<file path="src/design/vmv_pkg.sv">
// Types and constants for the message validator.
package vmv_pkg;

  // Width of value length counts (8 to 16).
  localparam int VALUE_LEN_BITS = 16;
  localparam int REM_W          = (VALUE_LEN_BITS > 8) ? VALUE_LEN_BITS : 8;
  localparam logic [16:0] VLEN_MAX = 17'((1 << VALUE_LEN_BITS) - 1);

  localparam int STATUS_W = 3;
  localparam int OUT_W    = 16;

  typedef enum logic [STATUS_W-1:0] {
    ST_OK        = 3'd0,
    ST_BAD_TYPE  = 3'd1,
    ST_BAD_HDR   = 3'd2,
    ST_BAD_ELEM  = 3'd3,
    ST_TRUNCATED = 3'd4
  } status_t;

  // Packet types
  localparam logic [7:0] PT_CMD_REQUEST   = 8'd0;
  localparam logic [7:0] PT_CMD_RESPONSE  = 8'd1;
  localparam logic [7:0] PT_CMD_UNKNOWN   = 8'd2;
  localparam logic [7:0] PT_EVT_REGISTER  = 8'd3;
  localparam logic [7:0] PT_EVT_UNREG     = 8'd4;
  localparam logic [7:0] PT_EVT_CONFIRM   = 8'd5;
  localparam logic [7:0] PT_EVT_UNKNOWN   = 8'd6;
  localparam logic [7:0] PT_EVENT         = 8'd7;

  // Element types
  localparam logic [7:0] EL_SECTION_START = 8'd1;
  localparam logic [7:0] EL_SECTION_END   = 8'd2;
  localparam logic [7:0] EL_KEY_VALUE     = 8'd3;
  localparam logic [7:0] EL_LIST_START    = 8'd4;
  localparam logic [7:0] EL_LIST_ITEM     = 8'd5;
  localparam logic [7:0] EL_LIST_END      = 8'd6;

  typedef enum logic [12:0] {
    PH_TYPE     = 13'b0000000000001,
    PH_SIMPLE   = 13'b0000000000010,
    PH_HDR_LEN  = 13'b0000000000100,
    PH_HDR_NAME = 13'b0000000001000,
    PH_ELEM     = 13'b0000000010000,
    PH_SL_LEN   = 13'b0000000100000,
    PH_SL_NAME  = 13'b0000001000000,
    PH_KV_LEN   = 13'b0000010000000,
    PH_KV_NAME  = 13'b0000100000000,
    PH_VLEN_HI  = 13'b0001000000000,
    PH_VLEN_LO  = 13'b0010000000000,
    PH_VDATA    = 13'b0100000000000,
    PH_DRAIN    = 13'b1000000000000
  } phase_t;

  // Verdict handed from the parser to the output stage.
  typedef struct packed {
    logic       valid;
    status_t    status;
    logic [7:0] msg_type;
  } verdict_t;

endpackage

</file>
<file path="src/design/vmv_parser.sv">
// Byte-wide parse state machine of the message validator.
module vmv_parser (
  input  logic              clk,
  input  logic              rst_n,
  input  logic              step,
  input  logic [7:0]        body_byte,
  input  logic              last_byte,
  output vmv_pkg::verdict_t verdict
);
  import vmv_pkg::*;

  phase_t           phase_r, phase_nxt;
  logic [REM_W-1:0] rem_r, rem_nxt;
  logic [7:0]       len_hi_r, len_hi_nxt;
  logic [7:0]       type_r, type_nxt;
  status_t          err_r, err_nxt;
  logic [REM_W-1:0] rem_dec;
  logic [16:0]      vlen;
  status_t          fin_status;

  assign rem_dec = rem_r - REM_W'(1);
  assign vlen    = {1'b0, len_hi_r, body_byte};

  // Advance the parse by one byte
  always_comb begin
    phase_nxt  = phase_r;
    rem_nxt    = rem_r;
    len_hi_nxt = len_hi_r;
    type_nxt   = type_r;
    err_nxt    = err_r;
    unique case (phase_r)
      PH_TYPE: begin
        type_nxt = body_byte;
        if (body_byte == PT_CMD_RESPONSE || body_byte == PT_CMD_UNKNOWN ||
            body_byte == PT_EVT_CONFIRM || body_byte == PT_EVT_UNKNOWN) begin
          phase_nxt = PH_SIMPLE;
        end else if (body_byte == PT_CMD_REQUEST || body_byte == PT_EVT_REGISTER ||
                     body_byte == PT_EVT_UNREG || body_byte == PT_EVENT) begin
          phase_nxt = PH_HDR_LEN;
        end else begin
          if (err_r == ST_OK) err_nxt = ST_BAD_TYPE;
          phase_nxt = PH_DRAIN;
        end
      end
      PH_SIMPLE: begin
        if (err_r == ST_OK) err_nxt = ST_BAD_HDR;
        phase_nxt = PH_DRAIN;
      end
      PH_HDR_LEN: begin
        if (body_byte == 8'd0) begin
          if (last_byte) begin
            if (err_r == ST_OK) err_nxt = ST_BAD_HDR;
            phase_nxt = PH_DRAIN;
          end else begin
            phase_nxt = PH_ELEM;
          end
        end else begin
          rem_nxt   = REM_W'(body_byte);
          phase_nxt = PH_HDR_NAME;
        end
      end
      PH_HDR_NAME, PH_SL_NAME, PH_VDATA: begin
        rem_nxt = rem_dec;
        if (rem_dec == '0) phase_nxt = PH_ELEM;
      end
      PH_KV_NAME: begin
        rem_nxt = rem_dec;
        if (rem_dec == '0) phase_nxt = PH_VLEN_HI;
      end
      PH_ELEM: begin
        if (body_byte == EL_SECTION_END || body_byte == EL_LIST_END) begin
          phase_nxt = PH_ELEM;
        end else if (body_byte == EL_SECTION_START || body_byte == EL_LIST_START) begin
          phase_nxt = PH_SL_LEN;
        end else if (body_byte == EL_KEY_VALUE) begin
          phase_nxt = PH_KV_LEN;
        end else if (body_byte == EL_LIST_ITEM) begin
          phase_nxt = PH_VLEN_HI;
        end else begin
          if (err_r == ST_OK) err_nxt = ST_BAD_ELEM;
          phase_nxt = PH_DRAIN;
        end
      end
      PH_SL_LEN: begin
        if (body_byte == 8'd0) begin
          phase_nxt = PH_ELEM;
        end else begin
          rem_nxt   = REM_W'(body_byte);
          phase_nxt = PH_SL_NAME;
        end
      end
      PH_KV_LEN: begin
        if (body_byte == 8'd0) begin
          phase_nxt = PH_VLEN_HI;
        end else begin
          rem_nxt   = REM_W'(body_byte);
          phase_nxt = PH_KV_NAME;
        end
      end
      PH_VLEN_HI: begin
        len_hi_nxt = body_byte;
        phase_nxt  = PH_VLEN_LO;
      end
      PH_VLEN_LO: begin
        if (vlen > VLEN_MAX) begin
          if (err_r == ST_OK) err_nxt = ST_TRUNCATED;
          phase_nxt = PH_DRAIN;
        end else if (vlen == 17'd0) begin
          phase_nxt = PH_ELEM;
        end else begin
          rem_nxt   = REM_W'(vlen);
          phase_nxt = PH_VDATA;
        end
      end
      PH_DRAIN: begin
        phase_nxt = PH_DRAIN;
      end
      default: begin
        if (err_r == ST_OK) err_nxt = ST_TRUNCATED;
        phase_nxt = PH_DRAIN;
      end
    endcase
  end

  // Judge the message from where the parse stands after this byte
  always_comb begin
    priority if (err_nxt != ST_OK) begin
      fin_status = err_nxt;
    end else if (phase_nxt == PH_ELEM || phase_nxt == PH_SIMPLE) begin
      fin_status = ST_OK;
    end else if (phase_nxt == PH_HDR_LEN || phase_nxt == PH_HDR_NAME) begin
      fin_status = ST_BAD_HDR;
    end else begin
      fin_status = ST_TRUNCATED;
    end
  end

  assign verdict.valid    = step && last_byte;
  assign verdict.status   = fin_status;
  assign verdict.msg_type = type_nxt;

  // Hold state between beats; return to idle after the last beat
  always_ff @(posedge clk) begin
    if (!rst_n || (step && last_byte)) begin
      phase_r  <= PH_TYPE;
      rem_r    <= '0;
      len_hi_r <= '0;
      type_r   <= '0;
      err_r    <= ST_OK;
    end else if (step) begin
      phase_r  <= phase_nxt;
      rem_r    <= rem_nxt;
      len_hi_r <= len_hi_nxt;
      type_r   <= type_nxt;
      err_r    <= err_nxt;
    end
  end

endmodule

</file>
<file path="src/design/vici_message_validator_core.sv">
// Top level of the message validator: input stage, parser and result register.
//
//  channel | dir | handshake               | payload
//  in_     | in  | in_tvalid / in_tready   | tdata[7:0] body_byte, tlast last_byte
//  out_    | out | out_tvalid / out_tready | tdata[2:0] status, [10:3] message_type
//
// One byte per cycle is accepted back to back while the output is not stalled; the
// tlast beat is registered in the input stage, then its verdict in the result register,
// one beat per message and none for other bytes. Reset (rst_n low, synchronous) empties
// both stages and puts the parser at the packet type. A stalled output holds its beat;
// an empty input stage still takes one more beat, then in_tready drops until the result is taken.
module vici_message_validator_core (
  input  logic                      clk,
  input  logic                      rst_n,
  input  logic                      in_tvalid,
  output logic                      in_tready,
  input  logic [7:0]                in_tdata,   // [7:0] body_byte
  input  logic                      in_tlast,   // last_byte
  output logic                      out_tvalid,
  input  logic                      out_tready,
  output logic [vmv_pkg::OUT_W-1:0] out_tdata   // [2:0] status, [10:3] message_type
);
  import vmv_pkg::*;

  logic       in_valid_r;
  logic [7:0] in_byte_r;
  logic       in_last_r;
  logic       advance;
  logic       step;
  verdict_t   verdict;
  logic       out_valid_r;
  status_t    out_status_r;
  logic [7:0] out_type_r;

  assign advance   = !out_valid_r || out_tready;
  assign step      = in_valid_r && advance;
  assign in_tready = !in_valid_r || advance;

  // Input stage: take a beat whenever the stage is free or draining
  always_ff @(posedge clk) begin
    if (!rst_n) begin
      in_valid_r <= 1'b0;
    end else if (in_tready) begin
      in_valid_r <= in_tvalid;
    end
  end

  always_ff @(posedge clk) begin
    if (in_tready && in_tvalid) begin
      in_byte_r <= in_tdata;
      in_last_r <= in_tlast;
    end
  end

  vmv_parser u_parser (
    .clk       (clk),
    .rst_n     (rst_n),
    .step      (step),
    .body_byte (in_byte_r),
    .last_byte (in_last_r),
    .verdict   (verdict)
  );

  // Result register: load on a verdict, clear once taken
  always_ff @(posedge clk) begin
    if (!rst_n) begin
      out_valid_r <= 1'b0;
    end else if (advance) begin
      out_valid_r <= verdict.valid;
    end
  end

  always_ff @(posedge clk) begin
    if (advance && verdict.valid) begin
      out_status_r <= verdict.status;
      out_type_r   <= verdict.msg_type;
    end
  end

  assign out_tvalid = out_valid_r;
  assign out_tdata  = {(OUT_W - STATUS_W - 8)'(0), out_type_r, out_status_r};

endmodule

</file>
<file path="config.mk">
export PLATFORM = sky130hd
export DESIGN_NAME = vici_message_validator_core
export DESIGN_NICKNAME = d
export VERILOG_FILES = /design/src/design/vmv_pkg.sv /design/src/design/vmv_parser.sv /design/src/design/vici_message_validator_core.sv
export SDC_FILE = /design/constraint.sdc
export NUM_CORES = 1
export LEC_CHECK = 0
export BUFFER_PORTS_ARGS = -buffer_cell sky130_fd_sc_hd__buf_2
export CAP_MARGIN = 0
export CORE_MARGIN = 5
export CORE_UTILIZATION = 50
export DETAILED_ROUTE_END_ITERATION = 8
export GPL_TIMING_DRIVEN = 0
export PLACE_DENSITY = 0.73
export SLEW_MARGIN = 20
export SYNTH_ARGS = -nofsm -noshare
export SYNTH_HDL_FRONTEND = slang
export SYNTH_SLANG_ARGS = --single-unit
</file>
<file path="constraint.sdc">
create_clock -name clk -period 4.8 [get_ports clk]
set_clock_uncertainty 0.1 [all_clocks]
set_input_delay 0.24 -clock clk [delete_from_list [all_inputs] [get_ports clk]]
set_output_delay 0.24 -clock clk [all_outputs]
set_load 0.05 [all_outputs]
</file>
# [Word level (Yosys, flattened, before mapping)]
# Cells that the tools add are included.
[word_totals] reg_bits=70 in_bits=13 output_inout_bits=18 wordCells=109
[classes] add_sub_neg=1 n_lt_le_gt_ge=1 n_eq_ne=27 mux=37 n_reduce_logical=32
[ops] cell="13-bit 2-to-1 mux" count=11
[ops] cell="13-bit case mux with 9 select lines" count=1
[ops] cell="16-bit 2-to-1 mux" count=3
[ops] cell="3-bit 2-to-1 mux" count=16
[ops] cell="16-bit case mux with 3 select lines" count=1
[ops] cell="8-bit by 3-bit == test with 1-bit output, second input constant" count=4
[ops] cell="13-bit by 2-bit == test with 1-bit output, second input constant" count=2
[ops] cell="13-bit by 3-bit == test with 1-bit output, second input constant" count=2
[ops] cell="13-bit by 4-bit == test with 1-bit output, second input constant" count=2
[ops] cell="13-bit by 5-bit == test with 1-bit output, second input constant" count=2
[ops] cell="3-bit case mux with 6 select lines" count=1
[ops] cell="17-bit logical NOT" count=1
[ops] cell="8-bit by 2-bit == test with 1-bit output, second input constant" count=2
[ops] cell="16-bit greater-than comparator, second input constant" count=1
[ops] cell="16-bit logical NOT" count=1
[ops] cell="16-bit by 1-bit subtractor with 16-bit output, second input constant" count=1
[ops] cell="13-bit by 1-bit == test with 1-bit output, second input constant" count=1
[ops] cell="13-bit by 10-bit == test with 1-bit output, second input constant" count=1
[ops] cell="13-bit by 11-bit == test with 1-bit output, second input constant" count=1
[ops] cell="13-bit by 12-bit == test with 1-bit output, second input constant" count=1
[ops] cell="13-bit == test, second input constant" count=1
[ops] cell="13-bit by 6-bit == test with 1-bit output, second input constant" count=1
[ops] cell="13-bit by 7-bit == test with 1-bit output, second input constant" count=1
[ops] cell="13-bit by 8-bit == test with 1-bit output, second input constant" count=1
[ops] cell="other kinds (18)" count=39

# [Logic depth before layout (Yosys ltp)]
[depth] ltp_word=12 ltp_mapped=10 mapped_depth_nobuf=9

# [Modules after synthesis]
# A second synthesis with hierarchy kept.
[unflattened] hier_cells=477 area_unflattened_um2=4033.9
[modules_own_cells] module="vmv_parser" n_inst=1 cells_per_inst=441 area_per_inst_um2=3291.9
[modules_own_cells] module="vici_message_validator_core" n_inst=1 cells_per_inst=36 area_per_inst_um2=742.0

# [Least setup slack after synthesis]
# Ideal clock, no wire load.
[synth_timing] kind="reg2reg" startpoint="register u_parser.rem_r[1]" endpoint="register out_status_r[1] (data pin)" arrival_time_ns=2.065 t_required_ns=4.440 slack_ns=2.376 stages_incl_launch_ff=11 n_path_buf=1 synth_period_minus_slack_ns=2.424 cell_sequence="dfxtp_1 -> buf_6 -> inv_1 -> ha_1 -> nor4b_4 -> nand3_1 -> xnor2_1 -> nor4_2 -> a21boi_1 -> a21oi_1 -> o31ai_1"
[synth_via] elab_chain_len=9 elab_cells_between_ends=14 cone_classes="add/sub (1); eq/ne (4); mux (6); reduce/logical (3)"
[synth_rtl] item="start, declared" line="vmv_parser.sv:13" rtl="logic [REM_W-1:0] rem_r, rem_nxt;"
[synth_rtl] item="start signal, assigned" line="vmv_parser.sv:152" rtl="rem_r <= rem_nxt;"
[synth_rtl] item="16-bit by 1-bit subtractor with 16-bit output (*)" line="vmv_parser.sv:21" rtl="assign rem_dec = rem_r - REM_W'(1);"
[synth_rtl] item="16-bit logical NOT (*)" line="vmv_parser.sv:64, vmv_parser.sv:68"
[synth_rtl] item="13-bit 2-to-1 mux, on equally long branches" line="vmv_parser.sv:68, vmv_parser.sv:64"
[synth_rtl] item="13-bit case mux with 9 select lines (*)" line="vmv_parser.sv:31" rtl="unique case (phase_r)"
[synth_rtl] item="13-bit by 3-bit == test with 1-bit output / 13-bit by 4-bit == test with 1-bit output (equally long branches)" line="vmv_parser.sv:131" rtl="end else if (phase_nxt == PH_HDR_LEN || phase_nxt == PH_HDR_NAME) begin"
[synth_rtl] item="1-bit logical OR" line="vmv_parser.sv:131"
[synth_rtl] item="3-bit 2-to-1 mux" line="vmv_parser.sv:131"
[synth_rtl] item="3-bit 2-to-1 mux (*)" line="vmv_parser.sv:129" rtl="end else if (phase_nxt == PH_ELEM || phase_nxt == PH_SIMPLE) begin"
[synth_rtl] item="3-bit 2-to-1 mux (*)" line="vmv_parser.sv:127" rtl="priority if (err_nxt != ST_OK) begin"
[synth_rtl] item="via u_parser.fin_status[1]" line="vmv_parser.sv:19" rtl="status_t fin_status;"
[synth_rtl] item="end signal, assigned" line="vici_message_validator_core.sv:75" rtl="out_status_r <= verdict.status;"
[synth_rtl] item="end, declared" line="vici_message_validator_core.sv:32" rtl="status_t out_status_r;"
# Mark *: on every way through the listed nets, which the timed path passes. The rest lies on a longest branch.
# A chain may end at the register's enable or synchronous reset.

# [Final worst setup path]
[layout_timing] startpoint="register in_byte_r[0]" endpoint="register u_parser.rem_r[15]"
[layout_via] elab_chain_len=3 elab_cells_between_ends=7 cone_classes="order compare (1); eq/ne (3); reduce/logical (3)"
[layout_rtl] item="start, declared" line="vici_message_validator_core.sv:26" rtl="logic [7:0] in_byte_r;"
[layout_rtl] item="start signal, assigned" line="vici_message_validator_core.sv:50" rtl="in_byte_r <= in_tdata;"
[layout_rtl] item="16-bit greater-than comparator, or another cell as far along" line="vmv_parser.sv:105" rtl="if (vlen > VLEN_MAX) begin"
[layout_rtl] item="2-bit inequality test (no line)"
[layout_rtl] item="5-bit AND reduction (no line) (*)"
# Every way passes the cells marked *; elsewhere a longest branch is shown, timed or not.

==> flow_metrics.env <==
export IMPL_synth_cell_area_um2=3860
export IMPL_worst_endpoint_required_ns=4.98
export IMPL_crit_fanout=10
export IMPL_finalSetupViolations=0
export IMPL_max_cap_violations=0
export IMPL_layout_common_cells="63 x nand2_1, 50 x dfxtp_1, 48 x nor2_1, 41 x a21oi_1, 28 x buf_2"
export IMPL_insertion_delay_ns=0.36
export IMPL_path_delay_family="simple AND/OR/NAND/NOR gates"
export IMPL_crit_path_end_kind="flop"
export IMPL_synthFlopType="dfxtp_1"
export IMPL_synth_area_top_cells="dfxtp_1 26%, edfxtp_1 16%, nand2_1 6.1%"
export IMPL_antenna_found_initial=0
export IMPL_fmax_ghz=0.335
export IMPL_setup_worst_path_start_class="flop"
export IMPL_maxSlewViolCount=0
export IMPL_cts_max_path_buffers=2
export IMPL_num_vias=3583
export IMPL_ioPinCount=31
export IMPL_area_growth_pct=14.4
export IMPL_ys_seq_elements=70
export IMPL_cts_setup_buffers=0
export IMPL_p_int_uw=923
export IMPL_post_dp_hpwl_mm=7.16
export IMPL_grt_total_usage_pct=21.0
export IMPL_portBuffers=25
export IMPL_drtAntennaViolNets=0
export IMPL_cts_resized=0
export IMPL_max_slew_worst_pin_slew_ns=0.687
export IMPL_outcome="finished clean"
export IMPL_htreeDepth=3
export IMPL_finalCritPeriodShare_pct=62.2
export IMPL_drc_errors=0
export IMPL_clkPwrFrac_pct=38.1
export IMPL_fp_dieArea_um2=9580
export IMPL_clockRootBuffer="clkbuf_8"
export IMPL_first_pass_iters=5
export IMPL_nets=521
export IMPL_p_seq_share_pct=49.5
export IMPL_core_area_um2=7610
export IMPL_overflow=0
export IMPL_slowest_stage="nor4_1"
export IMPL_clock_sinks=70
export IMPL_post_synth_num_cell_types=64
export IMPL_power_density_nw_per_um2=293
export IMPL_critPathArrivalTime_ns=3.17
export IMPL_hold_depth=3
export IMPL_cp_num_buf_inv=2
export IMPL_ir_worst_vdd_mv=0.189
export IMPL_wl_per_cell_um=16.9
export IMPL_utilization_pct=58.0
export IMPL_async_flop_share_pct=0
export IMPL_min_to="in_valid_r"
export IMPL_slew_headroom_pct=54.2
export IMPL_diodes=0
export IMPL_cp_slowest_stage_delay_ns=0.51
export IMPL_synth_top_area_share_pct=25.9
export IMPL_synth_edff_count=20
export IMPL_cp_cell_sequence="clkbuf_1, nor3_1, nand3_1, nor4_1, a21o_1, or3_1, buf_2, o21ai_1, a21oi_1"
export IMPL_netSwitchingFraction_pct=28.7
export IMPL_p_sw_uw=371
export IMPL_yosysSeqAreaShare_pct=41.5
export IMPL_min_period_ns=2.99
export IMPL_combPwrFrac_pct=12.4
export IMPL_grt_pass1_wl_mm=16.1
export IMPL_r2r_end="u_parser.rem_r[15]"
export IMPL_layout_commonest_cell="nand2_1"
export IMPL_hold_class="in -> reg"
export IMPL_vias_per_cell=5.85
export IMPL_timing_rr_start="in_byte_r[0]"
export IMPL_grt_pass1_vias=3234
export IMPL_path_class="reg -> reg"
export IMPL_start_util_pct=50.8
export IMPL_p_leak_uw=0.00168
export IMPL_min_from="in_tvalid"
export IMPL_fin_setup_tns_ns=0
export IMPL_r2r_cells=9
export IMPL_drt_iter0_drc=381
export IMPL_rows=32
export IMPL_routabilityCongestion=0.941
export IMPL_finalWirelength_mm=10.4
export IMPL_cts_tree="done"
export IMPL_die_w_um=97.9
export IMPL_yosysWarnings=0
export IMPL_yosys_area_top_type="dfxtp_1"
export IMPL_hold_violations=0
export IMPL_syn_inst=457
export IMPL_cts_clk_slew_worst_paths_ns=0.08
export IMPL_drive_gt1_share_pct=15.7
export IMPL_synth_area_per_cell_um2=8.45
export IMPL_die_y_um=97.9
export IMPL_r2r_slack_ns=1.81
export IMPL_grt_setup_unrepaired="no"
export IMPL_grt_max_degree=14
export IMPL_cts_buffers=9
[metal layers]
metal,share of wire [%],global-route usage (%),vias to the layer above
met3,7.1,4.50,20
li1,-,-,1745
met4,1.5,6.18,0
met1,45,27.8,1689
met5,0,0,-
met2,47,34.6,129
[how the worst max path moves through the flow]
stage,startpoint,end,depth (start not counted)
after floorplan,u_parser.rem_r[1],out_status_r[1],10
after detailed placement,u_parser.rem_r[0],out_status_r[1],9
after global routing,in_byte_r[0],u_parser.rem_r[5],9
final,in_byte_r[0],u_parser.rem_r[15],9
after global placement,u_parser.rem_r[0],out_status_r[1],9
after CTS,u_parser.rem_r[0],out_status_r[1],9
[per-stage QoR]
step	worst slack, ns	cell area (um^2)	std cells	power (uW)	hold WS, ns
final	1.81	4420	613	1290	0.0531
after global routing	1.55	4420	613	1340	0.0725
after CTS	1.83	4420	613	1290	0.0419
after detailed placement	1.86	4130	588	806	0.318
after global placement	1.89	4130	588	803	0.317
after floorplan	2.38	3880	461	765	0.239
[synthesized netlist by cell type, types with 3 or more instances]
cell / count
nand3_1: 10
inv_1: 10
or2_2: 4
buf_4: 6
nor4_2: 3
edfxtp_1: 20
or3_1: 4
a21o_1: 6
o31ai_1: 4
xor2_1: 4
buf_2: 3
nand2b_1: 5
nand4_1: 6
nor4b_1: 3
a21oi_1: 41
nand3b_1: 4
nor3_1: 16
mux2i_1: 8
clkbuf_1: 23
nor2_1: 48
o41ai_1: 5
nand2_1: 63
a311oi_1: 3
mux2_2: 5
o21ai_1: 11
o21ai_0: 18
a21boi_0: 3
nor3b_1: 3
dfxtp_1: 50
a211oi_1: 4
or4_1: 3
nor4_1: 9
and3_1: 3
o21a_1: 5
xnor2_1: 4
[power groups by stage]
stage / logic, uW / clock network, uW / registers, uW
after floorplan: 101 / 0 / 664
after global placement: 150 / 0 / 653
after detailed placement: 152 / 0 / 654
after CTS: 158 / 497 / 640
after global routing: 173 / 526 / 642
final: 161 / 492 / 640
[worst reg2reg max path, stage by stage (launching register included)]
cell	delay, ns
edfxtp_1	0.38
clkbuf_1	0.29
nor3_1	0.37
nand3_1	0.33
nor4_1	0.51
a21o_1	0.20
or3_1	0.20
buf_2	0.27
o21ai_1	0.12
a21oi_1	0.13
[layout make-up]
cell class | instances | area (um^2)
clock buffers | 9 | 124
flip-flops and latches | 70 | 1600
inverters | 10 | 37.5
multi-input cells | 346 | 2070
repair buffers | 34 | 215
fillers | 701 | 3190
clock inverters | 7 | 72.6
plain buffers | 35 | 165
well taps | 102 | 128
[what timing repair did]
| action | in CTS | in global routing |
|---|---|---|
| hold buffers | 9 | 0 |
| setup endpoints to repair | 0 | 0 |
| hold endpoints to repair | 9 | 0 |
[registers in the layout (all words and copies together) (netlist names)]
signal and cells:
out_tvalid 1, in_valid_r 1, u_parser.rem_r 16, u_parser.err_r 3
in_byte_r 8, u_parser.type_r 8, out_status_r 3, u_parser.len_hi_r 8
u_parser.phase_r 13, out_type_r 8, in_last_r 1
[kinds of logic after synthesis]
| logic type | after synthesis | share of synthesized area, % |
|---|---|---|
| AND/OR/NAND/NOR | 202 | 27.9 |
| buffers and inverters | 45 | 5.25 |
| other | 1 | 0.0971 |
| AO/OA/AOI/OAI | 116 | 19.3 |
| multiplexers | 13 | 3.53 |
| adder cells (fa/ha/maj) | 2 | 0.648 |
| flip-flops | 70 | 41.5 |
| XOR/XNOR | 8 | 1.81 |
(Power assumes the default switching activity.)
